File: src/hdl/igfr_pkg.sv
// Shared types and constants of the idle-gap frame receiver.
// No dependencies; used by igfr_drain and idle_gap_frame_receiver_top.
package igfr_pkg;

  localparam int BUFFER_DEPTH = 64;
  localparam int CNT_W        = $clog2(BUFFER_DEPTH);
  localparam int BYTE_W       = 8;
  localparam int LEN_W        = 6;
  localparam int GAP_W        = 10;
  localparam int OUT_TDATA_W  = ((BYTE_W + LEN_W + 7) / 8) * 8;

  localparam logic [GAP_W-1:0] GAP_CEILING = GAP_W'(1000);
  localparam logic [GAP_W-1:0] GAP_RESET   = GAP_W'(5);

  // item kinds carried in in_tuser
  localparam logic FUNC_BYTE = 1'b0;
  localparam logic FUNC_TICK = 1'b1;

  typedef logic [CNT_W-1:0]       cnt_t;
  typedef logic [LEN_W-1:0]       len_t;
  typedef logic [GAP_W-1:0]       gap_t;
  typedef logic [BYTE_W-1:0]      byte_t;
  typedef logic [OUT_TDATA_W-1:0] out_tdata_t;

  // request from intake to the drain sequencer
  typedef struct packed {
    logic start;
    cnt_t n;
  } drain_req_t;

  // drain sequencer states
  typedef enum logic [1:0] {
    DR_IDLE = 2'b01,
    DR_LOAD = 2'b10
  } drain_state_t;

endpackage

File: src/hdl/igfr_ram.sv
// Generic single-write, single-read RAM with registered read data.
// No dependencies.
module igfr_ram #(
  parameter int WIDTH = 8,
  parameter int DEPTH = 64,
  localparam int AW   = $clog2(DEPTH)
) (
  input  logic             clk,
  input  logic             we,
  input  logic [AW-1:0]    waddr,
  input  logic [WIDTH-1:0] wdata,
  input  logic             re,
  input  logic [AW-1:0]    raddr,
  output logic [WIDTH-1:0] rdata
);

  logic [WIDTH-1:0] mem [DEPTH];
  logic [WIDTH-1:0] rdata_r;

  always_ff @(posedge clk) begin
    if (we) begin
      mem[waddr] <= wdata;
    end
    if (re) begin
      rdata_r <= mem[raddr];
    end
  end

  assign rdata = rdata_r;

endmodule

File: src/hdl/igfr_drain.sv
// Drain sequencer: reads a closed frame out of the frame store and drives
// the result channel through an output register. Depends on igfr_pkg.
module igfr_drain (
  input  logic                     clk,
  input  logic                     rst_n,
  input  igfr_pkg::drain_req_t     req,
  output logic                     busy,
  output logic                     rd_en,
  output igfr_pkg::cnt_t           rd_addr,
  input  igfr_pkg::byte_t          rd_data,
  output logic                     out_tvalid,
  input  logic                     out_tready,
  output igfr_pkg::out_tdata_t     out_tdata,   // [7:0] frame_byte, [13:8] frame_length
  output logic                     out_tlast    // last_byte
);

  igfr_pkg::drain_state_t state_r, state_nxt;
  igfr_pkg::cnt_t         k_r, k_nxt;
  igfr_pkg::cnt_t         n_r, n_nxt;
  logic                   out_valid_r, out_valid_nxt;
  igfr_pkg::out_tdata_t   out_data_r, out_data_nxt;
  logic                   out_last_r, out_last_nxt;
  logic                   room;
  logic                   at_last;

  assign room    = !out_valid_r || out_tready;
  assign at_last = (k_r == n_r - 1'b1);

  always_comb begin
    state_nxt     = state_r;
    k_nxt         = k_r;
    n_nxt         = n_r;
    out_valid_nxt = out_valid_r;
    out_data_nxt  = out_data_r;
    out_last_nxt  = out_last_r;
    rd_en         = 1'b0;
    rd_addr       = '0;

    if (out_valid_r && out_tready) begin
      out_valid_nxt = 1'b0;
    end

    unique case (state_r)
      igfr_pkg::DR_IDLE: begin
        if (req.start) begin
          rd_en     = 1'b1;
          rd_addr   = '0;
          k_nxt     = '0;
          n_nxt     = req.n;
          state_nxt = igfr_pkg::DR_LOAD;
        end
      end
      igfr_pkg::DR_LOAD: begin
        // read data for entry k sits in the ram output register
        if (room) begin
          out_valid_nxt = 1'b1;
          out_data_nxt  = igfr_pkg::out_tdata_t'({igfr_pkg::len_t'(n_r), rd_data});
          out_last_nxt  = at_last;
          if (at_last) begin
            state_nxt = igfr_pkg::DR_IDLE;
          end else begin
            rd_en   = 1'b1;
            rd_addr = k_r + 1'b1;
            k_nxt   = k_r + 1'b1;
          end
        end
      end
      default: begin
        state_nxt = igfr_pkg::DR_IDLE;
      end
    endcase
  end

  always_ff @(posedge clk) begin
    if (!rst_n) begin
      state_r     <= igfr_pkg::DR_IDLE;
      out_valid_r <= 1'b0;
    end else begin
      state_r     <= state_nxt;
      out_valid_r <= out_valid_nxt;
    end
  end

  always_ff @(posedge clk) begin
    k_r        <= k_nxt;
    n_r        <= n_nxt;
    out_data_r <= out_data_nxt;
    out_last_r <= out_last_nxt;
  end

  assign busy       = (state_r == igfr_pkg::DR_LOAD);
  assign out_tvalid = out_valid_r;
  assign out_tdata  = out_data_r;
  assign out_tlast  = out_last_r;

  a_start_when_idle: assert property (@(posedge clk) disable iff (!rst_n)
    req.start |-> state_r == igfr_pkg::DR_IDLE)
    else $error("drain started while busy");

  a_empty_frame: assert property (@(posedge clk) disable iff (!rst_n)
    req.start |-> req.n != '0)
    else $error("drain started on an empty frame");

  a_index_in_frame: assert property (@(posedge clk) disable iff (!rst_n)
    state_r == igfr_pkg::DR_LOAD |-> k_r < n_r)
    else $error("drain index beyond frame length");

endmodule

File: src/hdl/idle_gap_frame_receiver_top.sv
// Top level of the idle-gap frame receiver: intake counters, gap register
// and frame store. Depends on igfr_pkg, igfr_ram and igfr_drain.

// Every input beat, received byte or timer tick, is accepted while no drain is
// running. A tick that closes a nonempty frame starts a drain that reads the
// frame store one entry at a time through its registered read port; a result
// beat is produced every cycle after the first while the result side keeps up,
// and intake is held off for the whole drain, which stretches if the result
// side stalls. Intake resumes as soon as the last byte sits in the output
// register. A byte that fills the buffer drops the partial frame. gap_ticks
// may be written only while the block is idle; the store needs no clearing
// after reset.
module idle_gap_frame_receiver_top (
  input  logic                        clk,
  input  logic                        rst_n,
  input  logic                        in_tvalid,
  output logic                        in_tready,
  input  logic [igfr_pkg::BYTE_W-1:0] in_tdata,   // [7:0] rx_byte
  input  logic                        in_tuser,   // func
  output logic                        out_tvalid,
  input  logic                        out_tready,
  output igfr_pkg::out_tdata_t        out_tdata,  // [7:0] frame_byte, [13:8] frame_length
  output logic                        out_tlast,  // last_byte
  input  logic                        cfg_valid,
  output logic                        cfg_ready,
  input  logic [igfr_pkg::GAP_W-1:0]  cfg_data    // gap_ticks
);

  igfr_pkg::cnt_t       count_r, count_nxt;
  igfr_pkg::gap_t       gap_r, gap_nxt;
  igfr_pkg::gap_t       gap_ticks_r;
  igfr_pkg::gap_t       gap_inc;
  logic [igfr_pkg::CNT_W:0] count_sum;
  logic                 in_accept;
  logic                 wr_en;
  logic                 busy;
  logic                 rd_en;
  igfr_pkg::cnt_t       rd_addr;
  igfr_pkg::byte_t      rd_data;
  igfr_pkg::drain_req_t req;

  assign in_tready = !busy;
  assign in_accept = in_tvalid && in_tready;
  assign cfg_ready = 1'b1;

  assign count_sum = {1'b0, count_r} + 1'b1;
  assign gap_inc   = (gap_r != '0 && gap_r < igfr_pkg::GAP_CEILING) ? gap_r + 1'b1 : gap_r;

  always_comb begin
    count_nxt = count_r;
    gap_nxt   = gap_r;
    wr_en     = 1'b0;
    req.start = 1'b0;
    req.n     = count_r;
    if (in_accept) begin
      if (in_tuser == igfr_pkg::FUNC_BYTE) begin
        wr_en = 1'b1;
        if (count_sum >= (igfr_pkg::CNT_W + 1)'(igfr_pkg::BUFFER_DEPTH)) begin
          // buffer full, drop the partial frame
          count_nxt = '0;
          gap_nxt   = '0;
        end else begin
          count_nxt = count_sum[igfr_pkg::CNT_W-1:0];
          gap_nxt   = igfr_pkg::gap_t'(1);
        end
      end else if (gap_inc >= gap_ticks_r) begin
        count_nxt = '0;
        gap_nxt   = '0;
        req.start = (count_r != '0);
      end else begin
        gap_nxt = gap_inc;
      end
    end
  end

  always_ff @(posedge clk) begin
    if (!rst_n) begin
      count_r     <= '0;
      gap_r       <= '0;
      gap_ticks_r <= igfr_pkg::GAP_RESET;
    end else begin
      count_r <= count_nxt;
      gap_r   <= gap_nxt;
      if (cfg_valid && cfg_ready) begin
        gap_ticks_r <= cfg_data;
      end
    end
  end

  igfr_ram #(
    .WIDTH (igfr_pkg::BYTE_W),
    .DEPTH (igfr_pkg::BUFFER_DEPTH)
  ) u_store (
    .clk   (clk),
    .we    (wr_en),
    .waddr (count_r),
    .wdata (in_tdata),
    .re    (rd_en),
    .raddr (rd_addr),
    .rdata (rd_data)
  );

  igfr_drain u_drain (
    .clk        (clk),
    .rst_n      (rst_n),
    .req        (req),
    .busy       (busy),
    .rd_en      (rd_en),
    .rd_addr    (rd_addr),
    .rd_data    (rd_data),
    .out_tvalid (out_tvalid),
    .out_tready (out_tready),
    .out_tdata  (out_tdata),
    .out_tlast  (out_tlast)
  );

  a_gap_ceiling: assert property (@(posedge clk) disable iff (!rst_n)
    gap_r <= igfr_pkg::GAP_CEILING)
    else $error("gap counter above ceiling");

  a_no_write_in_drain: assert property (@(posedge clk) disable iff (!rst_n)
    busy |-> !wr_en)
    else $error("frame store written during drain");

  a_count_cleared_on_start: assert property (@(posedge clk) disable iff (!rst_n)
    req.start |=> count_r == '0 && gap_r == '0)
    else $error("counters not cleared when frame closed");

endmodule
File: config.mk
export PLATFORM = sky130hd
export DESIGN_NAME = idle_gap_frame_receiver_top
export DESIGN_NICKNAME = d
export VERILOG_FILES = /design/src/hdl/igfr_pkg.sv /design/src/hdl/igfr_ram.sv /design/src/hdl/igfr_drain.sv /design/src/hdl/idle_gap_frame_receiver_top.sv
export SDC_FILE = /design/constraint.sdc
export NUM_CORES = 1
export LEC_CHECK = 0
export BUFFER_PORTS_ARGS = -buffer_cell sky130_fd_sc_hd__buf_2
export CAP_MARGIN = 20
export CELL_PAD_IN_SITES_DETAIL_PLACEMENT = 1
export CELL_PAD_IN_SITES_GLOBAL_PLACEMENT = 2
export CORE_MARGIN = 2
export CORE_UTILIZATION = 50
export DETAILED_ROUTE_END_ITERATION = 10
export GPL_TIMING_DRIVEN = 0
export PLACE_DENSITY_LB_ADDON = 0.1
export SKIP_CTS_REPAIR_TIMING = 1
export SYNTH_ARGS = -nofsm -noshare
export SYNTH_HDL_FRONTEND = slang
export SYNTH_SLANG_ARGS = --single-unit
File: constraint.sdc
create_clock -name clk -period 6.1 [get_ports clk]
set_input_delay 1.525 -clock clk [delete_from_list [all_inputs] [get_ports clk]]
set_output_delay 1.525 -clock clk [all_outputs]
set_load 0.05 [all_outputs]
; ---- Word level (Yosys, flattened, before mapping)
; Memory sizes are Yosys's and may differ from the RTL's. A register that Yosys moved wholly into a read port is not among the register bits.
; Index checks and enable logic that the tools add are counted.
; W data, S select, Z words.
[op_classes]
addsub = 4
magnitude_cmp = 3
n_eq_ne = 8
mux = 32
n_reduce_logical = 14
[ops]
columns = op, count
row1 = $mux W6, 9
row2 = $mux W10, 3
row3 = $mux W1, 14
row4 = $pmux W6 S2, 1
row5 = $add A10 B1 Y10 const B, 1
row6 = $ge A10 B10 Y1, 1
row7 = $lt A10 B10 Y1 const B, 1
row8 = $reduce_bool A10 Y1, 1
row9 = $add A6 B1 Y7 const B, 1
row10 = $ge A7 B7 Y1 const B, 1
row11 = $add A6 B1 Y6 const B, 1
row12 = $eq A6 B6 Y1, 1
row13 = $mux W2, 3
row14 = $ne A2 B1 Y1 const B, 3
row15 = $reduce_and A2 Y1, 3
row16 = $reduce_bool A6 Y1, 1
row17 = $sub A6 B1 Y6 const B, 1
row18 = $ne A2 B2 Y1 const B, 2
row19 = $pmux W2 S2, 1
row20 = $reduce_and A4 Y1, 1
row21 = $logic_and A1 B1 Y1, 3
row22 = $reduce_and A3 Y1, 1
row23 = $eq A2 B1 Y1 const B, 1
row24 = $eq A2 B2 Y1 const B, 1
row25 = 4 further kinds, 5
[totals]
register_bits = 56
mem_bits_rw = 512
in_bits = 24
word_cells = 71
memories = 1
[memory_table]
columns = name, words, word_bits, rd, rd_ports_with_merged_regs, write_ports, line_no
row1 = u_store.mem, 64, 8, 1, 1, 1, igfr_ram.sv:17  ; logic [WIDTH-1:0] mem [DEPTH];

; ---- Longest topological paths before layout
; Gate-level depths: netlist of the first run.
[depth]
depth_word = 9
mapped_depth = 16
depth_no_buf = 14

; ---- Modules after synthesis
; From an unflattened synthesis of the first run, not the netlist that was laid out.
[unflattened]
cells_unflattened = 1235
area_unflattened_um2 = 23267.3
[modules_own_cells]
columns = mod, n_inst, cells_per_inst, area_per_inst_um2, seq_area_each_um2
row1 = igfr_ram, 1, 940, 20246.9, 15615.0
row2 = idle_gap_frame_receiver_top, 1, 192, 1652.8, 520.5
row3 = igfr_drain, 1, 103, 1367.6, 870.8

; ---- Worst setup path after synthesis of the first run
; No wires, ideal clock.
[synth_timing]
path_type = input-to-reg
startpoint = in out_tready
endpoint = reg u_store.rdata_r[3], in the netlist u_store.rdata[3] (read register of u_store.mem) (data pin)
setup_ps = 272
arrival_time_ps = 4033
t_required_ps = 5828
path_slack_ps = 1795
path_stages = 10
path_buffers = 2
cell_sequence = nand2b_1 nand2_1 inv_1 clkbuf_1 o21ai_1 clkbuf_1 o311a_1 o21ai_0 o211ai_1 or4_1
[synth_between]
elab_chain_len = 3
word_cells_on_any_way = 5
[synth_lines]
columns = item, line_no
row1 = from (decl), idle_gap_frame_receiver_top.sv:21  ; input logic out_tready,
row2 = $logic_or A1 B1 Y1 (*), igfr_drain.sv:26  ; assign room = !out_valid_r || out_tready;
row3 = $mux W1 / $mux W6 (equally long branches), igfr_drain.sv:55  ; if (room) begin
row4 = $pmux W1 S2 / $mux W6 (equally long branches), n/a
row5 = to (decl), igfr_ram.sv:18  ; logic [WIDTH-1:0] rdata_r;
; Mark *: on every way between the ends. The rest lies on a longest branch, timed or not.
; A chain may end at the register's enable or synchronous reset.

; ---- Final worst setup path of the first run
[layout_timing]
startpoint = reg u_drain.k_r[0]
endpoint = reg u_store.rdata_r[6], in the netlist u_store.rdata[6] (read register of u_store.mem) (data pin)
[layout_between]
elab_chain_len = 4
word_cells_on_any_way = 8
[layout_lines]
columns = item, line_no
row1 = from (decl), igfr_drain.sv:18  ; igfr_pkg::cnt_t k_r, k_nxt;
row2 = from (signal assigned), igfr_drain.sv:85  ; k_r <= k_nxt;
row3 = $add A6 B1 Y6 / $eq A6 B6 Y1 (equally long branches), "igfr_drain.sv:63, igfr_drain.sv:27"
row4 = $mux W6 / $mux W1 (equally long branches), igfr_drain.sv:59  ; if (at_last) begin
row5 = $mux W6 / $mux W1 (equally long branches), igfr_drain.sv:55
row6 = $mux W6 / $pmux W1 S2 (equally long branches), n/a
; Parallel ways exist; a longest one is shown, timed or not.

==> results of run 1 <==
==> worst max-delay path by stage <==
stage / slack [ns] / cells past startpoint / end
floorplan: 1.79 / 10 / u_store.rdata[3]
global placement: -1.09 / 10 / u_store.rdata[3]
detailed placement: 0.22 / 11 / u_store.rdata[6]
CTS: 0.69 / 9 / u_store.rdata[6]
global route: 0.60 / 9 / u_store.rdata[6]
finish: 0.65 / 9 / u_store.rdata[6]
==> routing by layer <==
layer	wire, um	global-route usage (%)
met5	0	0
met4	1730	8.54
met3	4630	3.66
met2	34100	47.4
met1	29900	40.0
==> cell usage after synthesis (17+ instances only) <==
library cell,instances,area [um^2]
dfxtp_1,29,581
clkbuf_1,67,251
nand3_1,25,125
mux2_2,59,664
edfxtp_1,547,16400
ha_1,18,225
a21oi_1,49,245
o21ai_0,84,420
o22ai_1,37,231
mux2i_1,79,791
o211ai_1,31,233
a22oi_1,17,128
inv_1,26,97.6
nor3_1,29,145
a2bb2oi_1,21,184
nand2b_1,27,169
nor2_1,172,646
nand2_1,63,236
==> stage by stage <==
step	hold slack [ns]	utilization [%]	instance area (um^2)	setup TNS, ns	setup WS, ns
global route	0.433	57.3	26800	0	0.602
global placement	0.406	52.9	24800	-10.42	-1.09
floorplan	0.400	-	23800	0	1.79
CTS	0.421	57.2	26700	0	0.690
detailed placement	0.407	53.3	24900	0	0.219
finish	0.412	57.3	26800	0	0.650
==> cells in the final DEF, fill, tap and decap left out, types with 17 or more instances in the layout <==
master     count
buf_2         55
mux2i_1       79
nor2_1       172
nand3_1       25
a22oi_1       17
inv_1         26
ha_1          18
edfxtp_1     547
mux2_2        59
nand2b_1      27
o22ai_1       37
nor3_1        29
o211ai_1      31
clkbuf_1      84
a21oi_1       49
o21ai_0       84
dfxtp_1       29
nand2_1       63
a2bb2oi_1     21
clkbuf_16     59
==> critical path, stage by stage, from the launching register on <==
cell and delay [ns]:
edfxtp_1 0.37, buf_2 0.29, buf_1 0.58, clkbuf_1 0.76
buf_1 0.78, buf_2 0.56, mux2i_1 0.29, o21ai_0 0.20
a2111oi_0 0.83, or3b_1 0.48
==> cell type report <==
type,count,area (um^2),share of cell area (%)
sequential,576,17000,63.5
multi-input combinational,940,6280,23.4
clock buffer,78,1560,5.81
tap,607,759,2.83
buffer,100,417,1.56
timing repair buffer,53,403,1.50
clock inverter,25,259,0.967
inverter,28,105,0.392
antenna,1,2.50,0.00934
==> cells by family (layout without fill, tap and decap cells) <==
family          count (synthesis)  in the layout  share of synthesized area, %
simple gates                  387            387                          7.59
buf+inv                       128            284                          2.19
other cells                     2              4                        0.0316
fa+ha+maj                      18             18                         0.946
compound gates                373            373                          10.9
xor+xnor                       21             21                         0.804
mux                           138            138                          6.11
flops                         576            576                          71.5
==> power by group <==
part / internal (mW) / total [mW] / switching (mW)
Sequential: 4.33 / 4.34 / 0.00561
Clock: 1.99 / 3.49 / 1.50
Combinational: 0.0457 / 0.170 / 0.125
Total: 6.37 / 8.00 / 1.63
==> flip-flops by register name, indices dropped and copies added, names as in the netlist <==
name	count
u_drain.state_r	2
gap_r	10
u_store.mem	512
u_drain.n_r	6
u_drain.out_tdata	14
count_r	6
u_store.rdata	8
gap_ticks_r	10
u_drain.out_tlast	1
u_drain.out_tvalid	1
u_drain.k_r	6
==> results.py, run 1 <==
metrics = {
    "worst_setup_path": {
        "cp-end-kind": "register",
        "rr_endpoint": "u_store.rdata[6]",
        "r2r-start": "u_drain.k_r[0]",
        "critPathKind": "register to register",
        "r2r_cells": 9,
        "r2r_setup_slack_ns": 0.65,
        "worstSetupStartpointType": "register",
        "cp_max_fo": 10,
        "arrival_ns": 5.79,
        "crit_required_ns": 6.44,
        "startpoint": "u_drain.k_r[0]",
    },
    "worst_hold_path": {
        "hold_end": "u_drain.out_tdata[0]",
        "min_path_type": "register to register",
        "min_delay_path_depth": 0,
        "hp-start": "u_store.rdata[0]",
    },
    "global_route": {
        "grt_pass1_vias": 15500,
        "grt_pass1_wl_um": 104000,
        "grt_overflow": 0,
        "grt_max_degree": 65,
        "grt_use_total_pct": 28.7,
        "antenna_found_initial": 4,
    },
    "sta": {
        "fin_skew_ns": 0.0157,
        "finalCriticalPeriod_ns": 5.45,
        "period_share_pct": 89.3,
        "rsz0062_at_grt": "false",
        "tightest_slew_ns": 1.14,
        "slew_violations": 0,
        "fmax_ghz": 0.183,
        "final_hold_viol_count": 0,
        "finalSetupViolations": 0,
        "slew_headroom_pct": 24.1,
    },
    "synthesis": {
        "ys_ff_latch": 576,
        "async_flop_share_pct": 0,
        "synth_edf_count": 547,
        "synth_flop_cell": "edfxtp_1",
        "syn_inst": 1643,
        "yosysSeqAreaShare_pct": 71.5,
        "syn_avg_cell_area_um2": 14.5,
        "ys_types": 71,
        "yosysWarnings": 0,
        "synth_area_um2": 23800,
    },
    "detailed_routing": {
        "ant_nets": 0,
        "dr.pass1.iters": 5,
        "route.detailed.drc": 0,
        "routed-via-count": 15100,
        "viasPerCell": 6.28,
        "wire_per_inst_um": 29.2,
        "drtIter0Drc": 1570,
        "routed_wl_um": 70400,
    },
    "final_layout": {
        "drive_above_1_share_pct": 12.2,
        "area_delta_synth_final_pct": 12.6,
        "fin_cells": 2408,
        "fillers": 4423,
        "fin_nets": 1799,
    },
    "placed_design": {
        "io_buffers": 39,
        "dp_cells": 2301,
        "place_congestion": 0.862,
        "place.detailed.hpwl_um": 49100,
    },
    "clock_network": {
        "cts_tree": "built",
        "clockBufferDepth": 3,
        "ctsHtreeMaxLevel": 2,
        "cts-root-buf": "clkbuf_16",
        "clock-sinks": 576,
        "clock_latency_ns": 0.62,
        "cts_buffers": 58,
        "clkTransAtPathRegs_ns": 0.06,
    },
    "die": {
        "rows": 79,
        "io_pins": 44,
        "dieArea_um2": 49400,
        "die_h_um": 222,
        "coreArea_um2": 46800,
        "start_util_pct": 50.9,
        "die_w_um": 222,
    },
    "pwr": {
        "power_density_nw_per_um2": 299,
        "finalPower_mw": 8.00,
        "p_leak_nw": 8.83,
        "ir_drop_mv": 0.232,
    },
    "status": {
        "outcome": "complete, no violations",
    },
    "run": {
        "maxCapViolations": 0,
    },
}
Power figures use the tool's default switching activity.
==> run 2: changes to the inputs <==
--- a/config.mk
+++ b/config.mk
@@ -15,4 +15,5 @@
 export GPL_TIMING_DRIVEN = 0
 export PLACE_DENSITY_LB_ADDON = 0.1
+export REMOVE_ABC_BUFFERS = 1
 export SKIP_CTS_REPAIR_TIMING = 1
 export SYNTH_ARGS = -nofsm -noshare
==> constraint.sdc (replaced) <==
create_clock -name clk -period 6.1 [get_ports clk]
set_input_delay 0.305 -clock clk [delete_from_list [all_inputs] [get_ports clk]]
set_output_delay 0.305 -clock clk [all_outputs]
set_load 0.05 [all_outputs]
==> run 2 against run 1 <==
Compared with the run above:
- count of clock-buffer cells in the layout down 5
- register-to-register slack better by 0.29 ns
- first-iteration DRC count down 20%
- routed wire length down 5.0%
- worst hold slack worse by 0.38 ns
- critical path type unchanged
- largest cell class unchanged
- largest power group unchanged
==> results.py, run 2 (same netlist as run 1, synthesis figures left out) <==
metrics = {
    "status": {
        "outcome": "complete, no violations",
    },
    "detailed_routing": {
        "route.detailed.drc": 0,
        "viasPerCell": 6.22,
        "routed-via-count": 14600,
        "wire_per_inst_um": 28.4,
        "ant_nets": 0,
        "routed_wl_um": 66800,
        "dr.pass1.iters": 5,
        "drtIter0Drc": 1258,
    },
    "final_layout": {
        "area_delta_synth_final_pct": 14.6,
        "postLayoutCoreUtil_pct": 58.3,
        "largest_reg_flops": 512,
        "fillers": 4312,
        "layout_common_cells": "547 x edfxtp_1, 171 x nor2_1, 84 x o21ai_0",
        "fin_cells": 2349,
        "fin_nets": 1737,
        "final_common_cell": "edfxtp_1",
        "drive_above_1_share_pct": 13.6,
        "n_antenna_cell": 0,
        "top_register": "u_store.mem",
        "final_cell_area_um2": 27300,
    },
    "global_route": {
        "grt_use_total_pct": 27.6,
        "antenna_found_initial": 0,
        "grt_pass1_vias": 15400,
        "grt_max_degree": 47,
        "grt_pass1_wl_um": 100000,
        "grt_overflow": 0,
    },
    "die": {
        "rows": 79,
        "start_util_pct": 50.9,
        "die_w_um": 222,
        "dieArea_um2": 49400,
        "coreArea_um2": 46800,
        "die_h_um": 222,
        "io_pins": 44,
    },
    "sta": {
        "fin_skew_ns": 0.0155,
        "tightest_slew_ns": 1.16,
        "setup_tns_ns": 0,
        "fmax_ghz": 0.194,
        "finalCriticalPeriod_ns": 5.16,
        "slew_headroom_pct": 22.6,
        "slew_violations": 0,
        "finalSetupViolations": 0,
        "setup_ws_ns": 0.944,
        "rsz0062_at_grt": "false",
        "hold_ws_ns": 0.0288,
        "period_share_pct": 84.5,
        "final_hold_viol_count": 0,
    },
    "clock_network": {
        "clockBufferDepth": 3,
        "cts_buffers": 59,
        "clock_latency_ns": 0.64,
        "clock-sinks": 576,
        "cts-root-buf": "clkbuf_16",
        "clkTransAtPathRegs_ns": 0.06,
        "cts_tree": "built",
        "ctsHtreeMaxLevel": 2,
    },
    "pwr": {
        "power_density_nw_per_um2": 299,
        "p_leak_nw": 9.07,
        "finalPower_mw": 8.16,
        "ir_drop_mv": 0.274,
    },
    "placed_design": {
        "place.detailed.hpwl_um": 44200,
        "dp_cells": 2229,
        "post-place-ws_ns": 1.03,
        "place_congestion": 0.829,
        "post_dp_cell_area_um2": 25200,
        "io_buffers": 40,
    },
    "worst_setup_path": {
        "critPathKind": "register to register",
        "crit_required_ns": 6.47,
        "arrival_ns": 5.53,
        "cp_max_fo": 31,
        "worstSetupStartpointType": "register",
        "cp-end-kind": "register",
    },
    "worst_hold_path": {
        "min_path_type": "input pin to register",
    },
    "run": {
        "maxCapViolations": 0,
    },
}
## run 2: report_power, final
| part | leakage [nW] | internal [mW] | switching [mW] |
|---|---|---|---|
| sequential | 5.15 | 4.33 | 0.00622 |
| combinational | 2.98 | 0.0513 | 0.124 |
| clock | 0.942 | 2.11 | 1.53 |
| total | 9.07 | 6.50 | 1.66 |
## run 2: critical path, cell delays in order (launching register included)
cell and delay (ns):
edfxtp_1 0.70, ha_1 0.40, xnor2_1 0.46, nand3_2 0.83
a21o_1 0.74, o221ai_1 0.35, nor2_1 0.06, a2111oi_0 0.92
or3b_1 0.42
## run 2: routing by layer
layer	share of wire, %	wire (um)	global-route usage [%]	up-vias
met1	42	28400	37.0	7600
met4	3.1	2080	10.0	0
met5	0	0	0	-
met2	49	32800	46.1	423
li1	-	-	-	6485
met3	5.4	3620	3.91	112
## run 2: final timing paths
kind | depth (start not counted) | to | slack, ns | from
max | 8 | u_store.rdata[6] | 0.94 | u_drain.k_r[0]
min | 2 | gap_ticks_r[2] | 0.03 | rst_n
max reg2reg | 8 | u_store.rdata[6] | 0.94 | u_drain.k_r[0]
min reg2reg | 0 | u_drain.out_tdata[6] | 0.45 | u_store.rdata[6]
## run 2: final cells by class
type	count	area, um^2	share of cell area (%)
clock buffers	73	1570	5.76
well taps	607	759	2.78
multi-input cells	940	6340	23.2
repair buffers	90	1140	4.20
flip-flops and latches	576	17000	62.3
inverters	28	105	0.385
clock inverters	35	354	1.30
